$ cat config.mk
export PLATFORM = sky130hd
export DESIGN_NAME = monitor_link_frame_deframer_flat
export DESIGN_NICKNAME = d
export VERILOG_FILES = /design/src/hw/rtl/mldf_pkg.sv /design/src/hw/rtl/mldf_rx_if.sv /design/src/hw/rtl/mldf_res_if.sv /design/src/hw/rtl/monitor_link_frame_deframer.sv /design/src/hw/rtl/mldf_cfg_regs.sv /design/src/hw/rtl/mldf_in_stage.sv /design/src/hw/rtl/mldf_frame_core.sv /design/src/hw/rtl/mldf_out_stage.sv /design/src/flat_wrapper.sv
export SDC_FILE = /design/constraint.sdc
export NUM_CORES = 1
export LEC_CHECK = 0
export ABC_CLOCK_PERIOD_IN_PS = 7900
export BUFFER_PORTS_ARGS = -buffer_cell sky130_fd_sc_hd__buf_2
export CORE_MARGIN = 3
export CORE_UTILIZATION = 38
export DETAILED_ROUTE_END_ITERATION = 8
export MAX_ROUTING_LAYER = met4
export PLACE_DENSITY = 0.61
export SYNTH_ARGS = -nofsm -noshare
export SYNTH_HDL_FRONTEND = slang
export SYNTH_SLANG_ARGS = --single-unit
$ cat constraint.sdc
create_clock -name clk -period 7.9 [get_ports clk]
set_input_delay 1.58 -clock clk [delete_from_list [all_inputs] [get_ports clk]]
set_output_delay 1.58 -clock clk [all_outputs]
set_load 0.03 [all_outputs]
$ cat src/hw/rtl/mldf_pkg.sv
// ---------------------------------------------------------------------------
// Monitor link frame deframer: package
// Types, codes and helper functions shared by the deframer files.
// ---------------------------------------------------------------------------
package mldf_pkg;

	localparam int unsigned ADDR_W = 5;
	localparam int unsigned DATA_W = 64;

	// Register indexes (paddr[4:3])
	localparam logic [1:0] REG_LEAD  = 2'd0;
	localparam logic [1:0] REG_IDENT = 2'd1;
	localparam logic [1:0] REG_LIMIT = 2'd2;

	localparam logic [7:0]  LEAD_RST  = 8'h68;
	localparam logic [47:0] IDENT_RST = 48'h0;
	localparam logic [15:0] LIMIT_RST = 16'd4096;

	localparam logic [7:0]  END_BYTE       = 8'h16;
	localparam logic [16:0] FRAME_OVERHEAD = 17'd12;
	localparam logic [2:0]  HDR_BYTES      = 3'd7;

	localparam logic KIND_PAYLOAD = 1'b0;
	localparam logic KIND_STATUS  = 1'b1;

	localparam logic [1:0] ST_OK        = 2'd0;
	localparam logic [1:0] ST_LEN_LIMIT = 2'd1;
	localparam logic [1:0] ST_BAD_END   = 2'd2;
	localparam logic [1:0] ST_BAD_SUM   = 2'd3;

	typedef enum logic [6:0] {
		PH_HUNT    = 7'b0000001,
		PH_CMD     = 7'b0000010,
		PH_LEN_HI  = 7'b0000100,
		PH_LEN_LO  = 7'b0001000,
		PH_PAYLOAD = 7'b0010000,
		PH_CHECK   = 7'b0100000,
		PH_END     = 7'b1000000
	} phase_t;

	typedef struct packed {
		logic [7:0]  lead;
		logic [47:0] ident;
		logic [15:0] limit;
	} cfg_t;

	typedef struct packed {
		logic        result_kind;
		logic [7:0]  payload_byte;
		logic [7:0]  command_code;
		logic        last_payload;
		logic [1:0]  frame_status;
		logic [16:0] frame_length;
	} res_t;

	// 8-bit sum of the six identifier bytes
	function automatic logic [7:0] ident_sum(input logic [47:0] ident);
		logic [7:0] acc;
		acc = 8'h00;
		for (int i = 0; i < 6; i++) begin
			acc = acc + ident[8*i +: 8];
		end
		return acc;
	endfunction

endpackage

$ cat src/hw/rtl/mldf_rx_if.sv
// ---------------------------------------------------------------------------
// Monitor link frame deframer: received byte channel
// Valid/ready channel carrying one received byte per request.
// ---------------------------------------------------------------------------
interface mldf_rx_if;
	logic       valid;
	logic       ready;
	logic [7:0] rx_byte;

	modport source (output valid, output rx_byte, input ready);
	modport sink (input valid, input rx_byte, output ready);
endinterface

$ cat src/hw/rtl/mldf_res_if.sv
// ---------------------------------------------------------------------------
// Monitor link frame deframer: result channel
// Valid/ready channel carrying payload bytes and frame end status.
// ---------------------------------------------------------------------------
interface mldf_res_if;
	logic        valid;
	logic        ready;
	logic        result_kind;
	logic [7:0]  payload_byte;
	logic [7:0]  command_code;
	logic        last_payload;
	logic [1:0]  frame_status;
	logic [16:0] frame_length;

	modport source (output valid, output result_kind, output payload_byte,
		output command_code, output last_payload, output frame_status,
		output frame_length, input ready);
	modport sink (input valid, input result_kind, input payload_byte,
		input command_code, input last_payload, input frame_status,
		input frame_length, output ready);
endinterface

$ cat src/hw/rtl/monitor_link_frame_deframer.sv
// ---------------------------------------------------------------------------
// Monitor link frame deframer
// Byte-serial deframer: hunts the start pattern, passes payload, checks end.
// ---------------------------------------------------------------------------
//   channel   dir  handshake          carries
//   rx        in   valid / ready      rx_byte, one received byte per request
//   res       out  valid / ready      payload byte or frame end status
//   apb       in   psel/penable/pwrite  lead, identifier, length limit
//
// One byte per clock sustained unless res stalls: the frame state machine settles
// each byte in a single pass between the input register and the result register.
// A taken byte is held in the input register, and its result then in the result register.
// A stall on res holds the input register; rx.ready follows res.ready in the
// same cycle once both registers are full.
// Reset (arst_n low) empties both registers, restarts hunting and loads the
// register reset values; no clearing pass follows.
// ---------------------------------------------------------------------------
module monitor_link_frame_deframer (
	input  logic                        clk,
	input  logic                        arst_n,
	input  logic                        psel,
	input  logic                        penable,
	input  logic                        pwrite,
	input  logic [mldf_pkg::ADDR_W-1:0] paddr,
	input  logic [mldf_pkg::DATA_W-1:0] pwdata,
	output logic [mldf_pkg::DATA_W-1:0] prdata,
	output logic                        pready,
	mldf_rx_if.sink                     rx,
	mldf_res_if.source                  res
);
	import mldf_pkg::*;

	cfg_t       cfg;
	res_t       res_comb;
	logic       res_comb_valid;
	logic       out_free;
	logic       valid_s1;
	logic [7:0] byte_s1;
	logic       step;

	// Advance the held byte whenever the result register can take its outcome
	assign step = valid_s1 & out_free;

	mldf_cfg_regs u_cfg (
		.clk     (clk),
		.arst_n  (arst_n),
		.psel    (psel),
		.penable (penable),
		.pwrite  (pwrite),
		.paddr   (paddr),
		.pwdata  (pwdata),
		.prdata  (prdata),
		.pready  (pready),
		.cfg     (cfg)
	);

	// Input register: one byte deep, refilled in the cycle it drains
	mldf_in_stage u_in (
		.clk      (clk),
		.arst_n   (arst_n),
		.rx       (rx),
		.advance  (out_free),
		.valid_s1 (valid_s1),
		.byte_s1  (byte_s1)
	);

	// Frame logic: state advances only on a stepped byte
	mldf_frame_core u_core (
		.clk       (clk),
		.arst_n    (arst_n),
		.cfg       (cfg),
		.step      (step),
		.byte_s1   (byte_s1),
		.res_valid (res_comb_valid),
		.res       (res_comb)
	);

	// Result register: drop bytes that give no result, hold the rest for res
	mldf_out_stage u_out (
		.clk        (clk),
		.arst_n     (arst_n),
		.load_valid (step & res_comb_valid),
		.res_in     (res_comb),
		.out_free   (out_free),
		.res        (res)
	);
endmodule

$ cat src/hw/rtl/mldf_cfg_regs.sv
// ---------------------------------------------------------------------------
// Monitor link frame deframer: configuration registers
// APB-style register file for lead byte, identifier and length limit.
// ---------------------------------------------------------------------------
module mldf_cfg_regs (
	input  logic                        clk,
	input  logic                        arst_n,
	input  logic                        psel,
	input  logic                        penable,
	input  logic                        pwrite,
	input  logic [mldf_pkg::ADDR_W-1:0] paddr,
	input  logic [mldf_pkg::DATA_W-1:0] pwdata,
	output logic [mldf_pkg::DATA_W-1:0] prdata,
	output logic                        pready,
	output mldf_pkg::cfg_t              cfg
);
	import mldf_pkg::*;

	logic       wr_en;
	logic [1:0] reg_idx;
	cfg_t       cfg_q;

	assign pready  = 1'b1;
	assign wr_en   = psel & penable & pwrite;
	assign reg_idx = paddr[4:3];
	assign cfg     = cfg_q;

	always_ff @(posedge clk or negedge arst_n) begin
		if (!arst_n) begin
			cfg_q.lead  <= LEAD_RST;
			cfg_q.ident <= IDENT_RST;
			cfg_q.limit <= LIMIT_RST;
		end else if (wr_en) begin
			case (reg_idx)
				REG_LEAD:  cfg_q.lead  <= pwdata[7:0];
				REG_IDENT: cfg_q.ident <= pwdata[47:0];
				REG_LIMIT: cfg_q.limit <= pwdata[15:0];
				default:   ;
			endcase
		end
	end

	always_comb begin
		case (reg_idx)
			REG_LEAD:  prdata = {56'h0, cfg_q.lead};
			REG_IDENT: prdata = {16'h0, cfg_q.ident};
			REG_LIMIT: prdata = {48'h0, cfg_q.limit};
			default:   prdata = '0;
		endcase
	end
endmodule

$ cat src/hw/rtl/mldf_in_stage.sv
// ---------------------------------------------------------------------------
// Monitor link frame deframer: input register
// Captures one received byte per cycle, unless advance holds it, ahead of the frame logic.
// ---------------------------------------------------------------------------
module mldf_in_stage (
	input  logic       clk,
	input  logic       arst_n,
	mldf_rx_if.sink    rx,
	input  logic       advance,
	output logic       valid_s1,
	output logic [7:0] byte_s1
);
	// Accept when empty or when the held byte moves on this cycle
	assign rx.ready = !valid_s1 || advance;

	always_ff @(posedge clk or negedge arst_n) begin
		if (!arst_n) begin
			valid_s1 <= 1'b0;
		end else if (rx.ready) begin
			valid_s1 <= rx.valid;
		end
	end

	always_ff @(posedge clk) begin
		if (rx.valid && rx.ready) begin
			byte_s1 <= rx.rx_byte;
		end
	end
endmodule

$ cat src/hw/rtl/mldf_frame_core.sv
// ---------------------------------------------------------------------------
// Monitor link frame deframer: frame state machine
// Header hunt, command/length capture, payload pass, checksum and end check.
// ---------------------------------------------------------------------------
module mldf_frame_core (
	input  logic           clk,
	input  logic           arst_n,
	input  mldf_pkg::cfg_t cfg,
	input  logic           step,
	input  logic [7:0]     byte_s1,
	output logic           res_valid,
	output mldf_pkg::res_t res
);
	import mldf_pkg::*;

	phase_t      phase_q, phase_d;
	logic [2:0]  pos_q, pos_d, pos_inc;
	logic [55:0] win_q, win_d, win_next;
	logic [7:0]  cmd_q, cmd_d;
	logic [15:0] len_q, len_d, len_lo;
	logic [15:0] cnt_q, cnt_d;
	logic [7:0]  sum_q, sum_d, sum_add;
	logic        good_q, good_d;
	logic [16:0] total;

	assign win_next = {win_q[47:0], byte_s1};
	assign pos_inc  = (pos_q == HDR_BYTES) ? HDR_BYTES : pos_q + 3'd1;
	assign sum_add  = sum_q + byte_s1;
	assign len_lo   = {len_q[15:8], byte_s1};
	// Total length of the frame in hand; the low length byte counts as it arrives
	assign total    = {1'b0, (phase_q == PH_LEN_LO) ? len_lo : len_q} + FRAME_OVERHEAD;

	always_comb begin
		phase_d = phase_q;
		pos_d   = pos_q;
		win_d   = win_q;
		cmd_d   = cmd_q;
		len_d   = len_q;
		cnt_d   = cnt_q;
		sum_d   = sum_q;
		good_d  = good_q;

		res_valid        = 1'b0;
		res.result_kind  = KIND_PAYLOAD;
		res.payload_byte = 8'h00;
		res.last_payload = 1'b0;
		res.frame_status = ST_OK;

		case (phase_q)
			PH_HUNT: begin
				win_d = win_next;
				pos_d = pos_inc;
				if (pos_inc == HDR_BYTES && win_next == {cfg.lead, cfg.ident}) begin
					sum_d   = ident_sum(cfg.ident);
					pos_d   = 3'd0;
					win_d   = '0;
					phase_d = PH_CMD;
				end
			end
			PH_CMD: begin
				cmd_d   = byte_s1;
				sum_d   = sum_add;
				phase_d = PH_LEN_HI;
			end
			PH_LEN_HI: begin
				len_d   = {byte_s1, 8'h00};
				sum_d   = sum_add;
				phase_d = PH_LEN_LO;
			end
			PH_LEN_LO: begin
				len_d = len_lo;
				sum_d = sum_add;
				cnt_d = 16'd0;
				if (total >= {1'b0, cfg.limit}) begin
					res_valid        = 1'b1;
					res.result_kind  = KIND_STATUS;
					res.frame_status = ST_LEN_LIMIT;
					phase_d          = PH_HUNT;
					pos_d            = 3'd0;
					win_d            = '0;
				end else if (len_lo == 16'd0) begin
					phase_d = PH_CHECK;
				end else begin
					phase_d = PH_PAYLOAD;
				end
			end
			PH_PAYLOAD: begin
				sum_d            = sum_add;
				cnt_d            = cnt_q + 16'd1;
				res_valid        = 1'b1;
				res.payload_byte = byte_s1;
				if (cnt_d >= len_q) begin
					res.last_payload = 1'b1;
					phase_d          = PH_CHECK;
				end
			end
			PH_CHECK: begin
				good_d  = (~sum_q == byte_s1);
				phase_d = PH_END;
			end
			PH_END: begin
				res_valid       = 1'b1;
				res.result_kind = KIND_STATUS;
				if (byte_s1 != END_BYTE) begin
					res.frame_status = ST_BAD_END;
				end else if (!good_q) begin
					res.frame_status = ST_BAD_SUM;
				end else begin
					res.frame_status = ST_OK;
				end
				phase_d = PH_HUNT;
				pos_d   = 3'd0;
				win_d   = '0;
			end
			default: begin
				phase_d = PH_HUNT;
				pos_d   = 3'd0;
				win_d   = '0;
			end
		endcase

		res.command_code = cmd_q;
		res.frame_length = total;
	end

	always_ff @(posedge clk or negedge arst_n) begin
		if (!arst_n) begin
			phase_q <= PH_HUNT;
			pos_q   <= 3'd0;
			win_q   <= '0;
			cmd_q   <= 8'h00;
			len_q   <= 16'd0;
			cnt_q   <= 16'd0;
			sum_q   <= 8'h00;
			good_q  <= 1'b0;
		end else if (step) begin
			phase_q <= phase_d;
			pos_q   <= pos_d;
			win_q   <= win_d;
			cmd_q   <= cmd_d;
			len_q   <= len_d;
			cnt_q   <= cnt_d;
			sum_q   <= sum_d;
			good_q  <= good_d;
		end
	end
endmodule

$ cat src/hw/rtl/mldf_out_stage.sv
// ---------------------------------------------------------------------------
// Monitor link frame deframer: result register
// Holds one result until the downstream side takes it.
// ---------------------------------------------------------------------------
module mldf_out_stage (
	input  logic           clk,
	input  logic           arst_n,
	input  logic           load_valid,
	input  mldf_pkg::res_t res_in,
	output logic           out_free,
	mldf_res_if.source     res
);
	import mldf_pkg::*;

	logic valid_q;
	res_t res_q;

	assign out_free = !valid_q || res.ready;

	always_ff @(posedge clk or negedge arst_n) begin
		if (!arst_n) begin
			valid_q <= 1'b0;
		end else if (out_free) begin
			valid_q <= load_valid;
		end
	end

	always_ff @(posedge clk) begin
		if (out_free && load_valid) begin
			res_q <= res_in;
		end
	end

	assign res.valid        = valid_q;
	assign res.result_kind  = res_q.result_kind;
	assign res.payload_byte = res_q.payload_byte;
	assign res.command_code = res_q.command_code;
	assign res.last_payload = res_q.last_payload;
	assign res.frame_status = res_q.frame_status;
	assign res.frame_length = res_q.frame_length;
endmodule

$ cat src/flat_wrapper.sv
// flat-port wrapper written by rule: the top's interface ports become plain ports
module monitor_link_frame_deframer_flat import mldf_pkg::*;
  (clk, arst_n, psel, penable, pwrite, paddr, pwdata, prdata, pready, rx_valid, rx_rx_byte, rx_ready, res_valid, res_result_kind, res_payload_byte, res_command_code, res_last_payload, res_frame_status, res_frame_length, res_ready);
  mldf_rx_if rx_i ();
  mldf_res_if res_i ();
  input  logic clk;
  input  logic arst_n;
  input  logic psel;
  input  logic penable;
  input  logic pwrite;
  input  logic [mldf_pkg::ADDR_W-1:0] paddr;
  input  logic [mldf_pkg::DATA_W-1:0] pwdata;
  output logic [mldf_pkg::DATA_W-1:0] prdata;
  output logic pready;
  input wire logic [$bits(rx_i.valid)-1:0] rx_valid;
  input wire logic [$bits(rx_i.rx_byte)-1:0] rx_rx_byte;
  output wire logic [$bits(rx_i.ready)-1:0] rx_ready;
  output wire logic [$bits(res_i.valid)-1:0] res_valid;
  output wire logic [$bits(res_i.result_kind)-1:0] res_result_kind;
  output wire logic [$bits(res_i.payload_byte)-1:0] res_payload_byte;
  output wire logic [$bits(res_i.command_code)-1:0] res_command_code;
  output wire logic [$bits(res_i.last_payload)-1:0] res_last_payload;
  output wire logic [$bits(res_i.frame_status)-1:0] res_frame_status;
  output wire logic [$bits(res_i.frame_length)-1:0] res_frame_length;
  input wire logic [$bits(res_i.ready)-1:0] res_ready;
  assign rx_i.valid = rx_valid;
  assign rx_i.rx_byte = rx_rx_byte;
  assign rx_ready = rx_i.ready;
  assign res_valid = res_i.valid;
  assign res_result_kind = res_i.result_kind;
  assign res_payload_byte = res_i.payload_byte;
  assign res_command_code = res_i.command_code;
  assign res_last_payload = res_i.last_payload;
  assign res_frame_status = res_i.frame_status;
  assign res_frame_length = res_i.frame_length;
  assign res_i.ready = res_ready;
  monitor_link_frame_deframer u_core (.clk(clk), .arst_n(arst_n), .psel(psel), .penable(penable), .pwrite(pwrite), .paddr(paddr), .pwdata(pwdata), .prdata(prdata), .pready(pready), .rx(rx_i), .res(res_i));
endmodule
After elaboration in Yosys (flattened, before gate mapping)
Cells that the tools add are included.

word-level totals
  bits in registers = 226
  input port bits = 84
  output and inout port bits = 104
  logic and storage cells = 108

cells by class
  $add $sub $neg = 9
  $lt $le $gt $ge = 2
  eq/ne operators = 17
  mux-type cells = 26
  bitwise gates (word level) = 7
  reduce and logical (&&, ||, !) cells = 26

operator list
  cell                                                   number
  case mux 48 bit (3 select lines)                       2
  2-to-1 mux 48 bit                                      2
  case mux 16 bit (2 select lines)                       2
  equality test 56 bit                                   1
  adder 8 bit                                            6
  case mux 7 bit (6 select lines)                        1
  2-to-1 mux 7 bit                                       3
  adder 16 x 4 -> 17 bit, second input constant          1
  greater-or-equal comparator 17 x 16 -> 1 bit           1
  adder 16 x 1 -> 16 bit, second input constant          1
  greater-or-equal comparator 16 bit                     1
  logical NOT 16 bit                                     1
  2-to-1 mux 8 bit                                       2
  case mux 8 bit (2 select lines)                        1
  AND reduction 2 bit                                    7
  AND reduction 3 bit                                    4
  2-to-1 mux 3 bit                                       3
  case mux 3 bit (3 select lines)                        1
  equality test 8 bit                                    1
  inequality test 8 x 5 -> 1 bit, second input constant  1
  NOT 8 bit                                              1
  OR reduction 4 bit                                     2
  equality test 7 x 1 -> 1 bit, second input constant    1
  equality test 7 x 2 -> 1 bit, second input constant    1
  other kinds (24)                                       40

Depth between registers and ports, before layout
  depth after elaboration = 8
  depth in mapped cells = 22
  gate-level depth less buffers = 17

Modules after synthesis
A second synthesis with hierarchy kept.

second synthesis, totals
  cell total of the unflattened synthesis = 1176
  area, all modules = 12814.8 um^2

by module, submodules not included
  module                       times used  cells an instance  area each (um^2)  seq. area each (um^2)
  mldf_frame_core              1           873                7985.2            2678.8
  mldf_cfg_regs                1           248                3358.2            1806.7
  mldf_out_stage               1           41                 1164.9            1136.1
  mldf_in_stage                1           12                 294.0             265.3
  monitor_link_frame_deframer  1           2                  12.5              0.0

Worst setup path after synthesis
OpenSTA, ideal clock, no wires.

  path type = register to register
  start point = register u_core.u_core.phase_q[6]
  end point = register u_core.u_out.res_q, in the netlist u_core.u_out.res.command_code[0] (enable)
  library setup time = 0.443 ns
  arrival time = 5.841 ns
  data required time = 7.457 ns
  slack = 1.616 ns
  stages on the path, launching flop included = 20
  path buffers = 3
  clock period less this slack = 6.284 ns
  cells stage by stage = dfrtp_1 or4_1 clkbuf_1 or2_0 clkbuf_1 buf_1 mux2i_1 ha_1 nand3b_1 nor4_1 a41o_1 and3_1 xnor2_1 ha_1 nand4_1 nor3_1 a32oi_2 a31oi_1 nor2b_1 a21oi_1

RTL lines
  what                    RTL line                text
  start, declared         mldf_frame_core.sv:16   phase_t phase_q, phase_d;
  start signal, assigned  mldf_frame_core.sv:137  phase_q <= phase_d;
  end signal, assigned    mldf_out_stage.sv:30    res_q <= res_in;
  end, declared           mldf_out_stage.sv:16    res_t res_q;

==> results.sh <==
export IMPL_tritoncts="built"
export IMPL_fill_cells=3091
export IMPL_cpMaxStageDelayCell="or4_1"
export IMPL_start_kind="flop"
export IMPL_cts_max_level=1
export IMPL_drtIter0Drc=524
export IMPL_synthFlopType="dfrtp_1"
export IMPL_ff2ff_setup_slack_ns=2.25
export IMPL_gp_congestion=0.921
export IMPL_vdd_ir_drop_worst_uv=235
export IMPL_clockBufferDepth=3
export IMPL_crit_fanout=37
export IMPL_cts_sinks=226
export IMPL_dp_final_hpwl_um=24300
export IMPL_area_growth_pct=17.1
export IMPL_via_per_inst=5.21
export IMPL_yosysMostFrequentCell="dfrtp_1"
export IMPL_grt_pass1_wl_um=52300
export IMPL_rr_worst_depth=18
export IMPL_ys_seq_area_share_pct=46.6
export IMPL_ios=188
export IMPL_die_height_um=188
export IMPL_period_minus_slack_ns=5.65
export IMPL_postCtsSetupBuffers=0
export IMPL_syn_inst=1193
export IMPL_track_usage_pct=19.3
export IMPL_post_drt_wl_per_cell_um=18.9
export IMPL_tns_ns=0
export IMPL_hold_viol=0
export IMPL_fmax_mhz=177
export IMPL_p_leak_nw=6.96
export IMPL_ys_types=65
export IMPL_regArea_um2=5890
export IMPL_core_area_um2=32600
export IMPL_drcViolationCount=0
export IMPL_ys_ff_latch=226
export IMPL_ctsResizeCount=0
export IMPL_p_comb_share_pct=36.3
export IMPL_finalSetupViolCount=0
export IMPL_ys_top_cells_by_area="dfrtp_1 35%, edfxtp_1 11%, mux2_2 7.6%"
export IMPL_syn_area_um2=12600
export IMPL_finClkSkew_ns=0.0164
export IMPL_met3_usage_pct=2.55
export IMPL_final_cells=1795
export IMPL_maxSlewHeadroom_pct=29.5
export IMPL_switchingPower_mw=1.56
export IMPL_via_count=9348
export IMPL_antenna_found_initial=2
export IMPL_p_clk_share_pct=29.7
export IMPL_clock_latency_ns=0.54
export IMPL_critical_path_class="reg -> reg"
export IMPL_rows=66
export IMPL_initial_core_util_pct=38.7
export IMPL_root_buffer="clkbuf_16"
export IMPL_drive_above_1_share_pct=23.7
export IMPL_crit_required_ns=8.07
export IMPL_ctsHoldBuffers=0
export IMPL_grt_pass1_vias=9075
export IMPL_use_met1_pct=25.5
export IMPL_met2_usage_pct=30.3
export IMPL_swShare_pct=34.9
export IMPL_rsz0062_at_grt="no"
export IMPL_multi_input_area_um2=6040
export IMPL_power_density_nw_per_um2=303
export IMPL_dpl_cell_count=1743
export IMPL_worst_pin_slew_ns=1.06
export IMPL_cts_buffers=27
export IMPL_path_cells="or4_1, or2_0, buf_4, mux2i_1, ha_1, nand3b_1, nor4_1, a41o_1, and3_1, xnor2_1, ha_1, nand4_1, nor3_1, a32oi_2, a31oi_1, nor2b_1, a21oi_4, buf_4"
export IMPL_synth_edf_count=45
export IMPL_status="finished, final reports clean"
export IMPL_reg2reg_to="u_core.u_out.res.frame_length[9]$_DFFE_PP_"
export IMPL_avgSynthCellArea_um2=10.6
export IMPL_yosysWarningCount=0
export IMPL_cpPeakStageDelay_ns=0.64
export IMPL_synthTopCellsByCount="176 x dfrtp_1, 116 x inv_1, 106 x o21ai_0"
export IMPL_first_pass_iters=5
export IMPL_portBuffers=151
export IMPL_grt_busiest_layer="met2"
export IMPL_ant_nets=0
export IMPL_intPower_mw=2.92
export IMPL_endpoint="u_core.u_out.res.frame_length[9]$_DFFE_PP_"
export IMPL_r2r_start="u_core.u_core.phase_q[6]$_DFFE_PN0P_"
export IMPL_finalMaxSlewViolations=0
export IMPL_finalCritPeriodShare_pct=71.5
export IMPL_arrival_ns=5.82
export IMPL_critical_path_startpoint="u_core.u_core.phase_q[6]$_DFFE_PN0P_"
export IMPL_yosysTopAreaCell="dfrtp_1"
export IMPL_fin_nets=1490
export IMPL_clk_pin_slew_ns=0.06
export IMPL_critPathCaptureType="flop"
export IMPL_pwr_share_seq_pct=34.0
export IMPL_die_w_um=188
export IMPL_min_path_type="reg -> reg"
export IMPL_synth_top_area_share_pct=34.9
export IMPL_cap_violations=0
export IMPL_async_flop_share_pct=80.1
export IMPL_die_area_um2=35500
export IMPL_overflow=0
export IMPL_wirelength_um=33900
export IMPL_grt_max_degree=82
layout by cell type, fill, tap and decap left out, types with 10 or more instances in the layout:
| master | n |
|---|---|
| a21o_1 | 12 |
| a21oi_1 | 23 |
| a22o_1 | 15 |
| and2_1 | 41 |
| and3_1 | 13 |
| buf_2 | 150 |
| buf_4 | 19 |
| clkbuf_16 | 27 |
| conb_1 | 17 |
| dfrtp_1 | 176 |
| edfxtp_1 | 45 |
| fa_1 | 28 |
| ha_1 | 48 |
| inv_1 | 116 |
| mux2_2 | 85 |
| mux2i_1 | 16 |
| nand2_1 | 69 |
| nand3_1 | 27 |
| nand4_1 | 61 |
| nor2_1 | 35 |
| nor2b_1 | 10 |
| nor3_1 | 10 |
| nor4_1 | 11 |
| o21ai_0 | 106 |
| xnor2_1 | 48 |
| xor2_1 | 40 |
cell families after synthesis:
kind of cell | count (synthesis) | share of synthesized area [%]
muxes | 102 | 8.97
xor gates and xnor gates | 88 | 6.10
and+or+nand+nor | 306 | 13.0
buffers and inverters | 193 | 6.31
DFF | 226 | 46.6
other | 2 | 0.0595
AOI/OAI and AO/OA | 200 | 9.72
adders and majority gates | 76 | 9.19
metal layers:
layer | vias up | part of all wire [%]
li1 | 4411 | -
met1 | 4560 | 44
met2 | 289 | 47
met3 | 88 | 5.4
met4 | 0 | 4.2
met5 | - | 0
worst min path at each step:
stage	start	end	slack, ns	cells after the start
floorplan	u_core.u_core.cmd_q[0]$_DFFE_PN0P_	u_core.u_out.res.command_code[0]$_DFFE_PP_	0.42	0
global placement	u_core.u_core.cmd_q[1]$_DFFE_PN0P_	u_core.u_out.res.command_code[1]$_DFFE_PP_	0.43	0
detailed placement	u_core.u_core.cmd_q[5]$_DFFE_PN0P_	u_core.u_out.res.command_code[5]$_DFFE_PP_	0.43	0
CTS	u_core.u_core.cmd_q[3]$_DFFE_PN0P_	u_core.u_out.res.command_code[3]$_DFFE_PP_	0.45	0
global route	u_core.u_core.cmd_q[3]$_DFFE_PN0P_	u_core.u_out.res.command_code[3]$_DFFE_PP_	0.45	0
finish	u_core.u_core.cmd_q[5]$_DFFE_PN0P_	u_core.u_out.res.command_code[5]$_DFFE_PP_	0.45	0
flip-flops by register name (all words and copies together) (netlist names), 2 cells and up:
name                           flops
u_core.u_core.win_q               48
u_core.u_out.res.payload_byte      8
u_core.u_core.sum_q                8
u_core.u_core.len_q               16
u_core.u_core.phase_q              7
u_core.u_cfg.cfg                  72
u_core.u_out.res.frame_length     17
u_core.u_out.res.command_code      8
u_core.u_out.res.frame_status      2
u_core.u_in.byte_s1                8
u_core.u_core.pos_q                3
u_core.u_core.cnt_q               16
u_core.u_core.cmd_q                8
critical path, delay by kind of cell, from the launching register on:
| family | cells | cell delay (ns) |
|---|---|---|
| AOI/OAI and AO/OA | 4 | 1.00 |
| xor gates and xnor gates | 1 | 0.10 |
| adders and majority gates | 2 | 0.56 |
| buffers and inverters | 2 | 0.67 |
| DFF | 1 | 0.42 |
| muxes | 1 | 0.20 |
| and+or+nand+nor | 8 | 2.31 |
through the flow:
step           utilization (%)  power (mW)  hold slack, ns  setup slack (ns)  instance area (um^2)
2_1_floorplan                -        2.72           0.421              1.62                 12700
3_3_place_gp              42.4        3.14           0.429              2.35                 13800
3_5_place_dp              42.4        3.17           0.435              2.29                 13800
4_1_cts                   45.3        4.53           0.448              2.28                 14800
5_1_grt                   45.3        4.80           0.455              1.93                 14800
6_report                  45.3        4.48           0.446              2.25                 14800
area by class of cell:
type                       instances  area share (%)
antenna                            2          0.0338
clock buffer                      34            4.95
sequential                       226            39.8
multi-input combinational        789            40.9
clock inverter                    16            1.53
timing repair buffer             170            6.12
tap                              442            3.74
inverter                         116            2.94
power by group through the flow:
stage          clock network, mW  logic [mW]  registers, mW
3_3_place_gp                   0        1.60           1.54
3_5_place_dp                   0        1.63           1.55
4_1_cts                     1.36        1.64           1.53
2_1_floorplan                  0        1.26           1.46
5_1_grt                     1.40        1.85           1.55
6_report                    1.33        1.63           1.53
No activity file was read; power rests on OpenSTA's default activity.
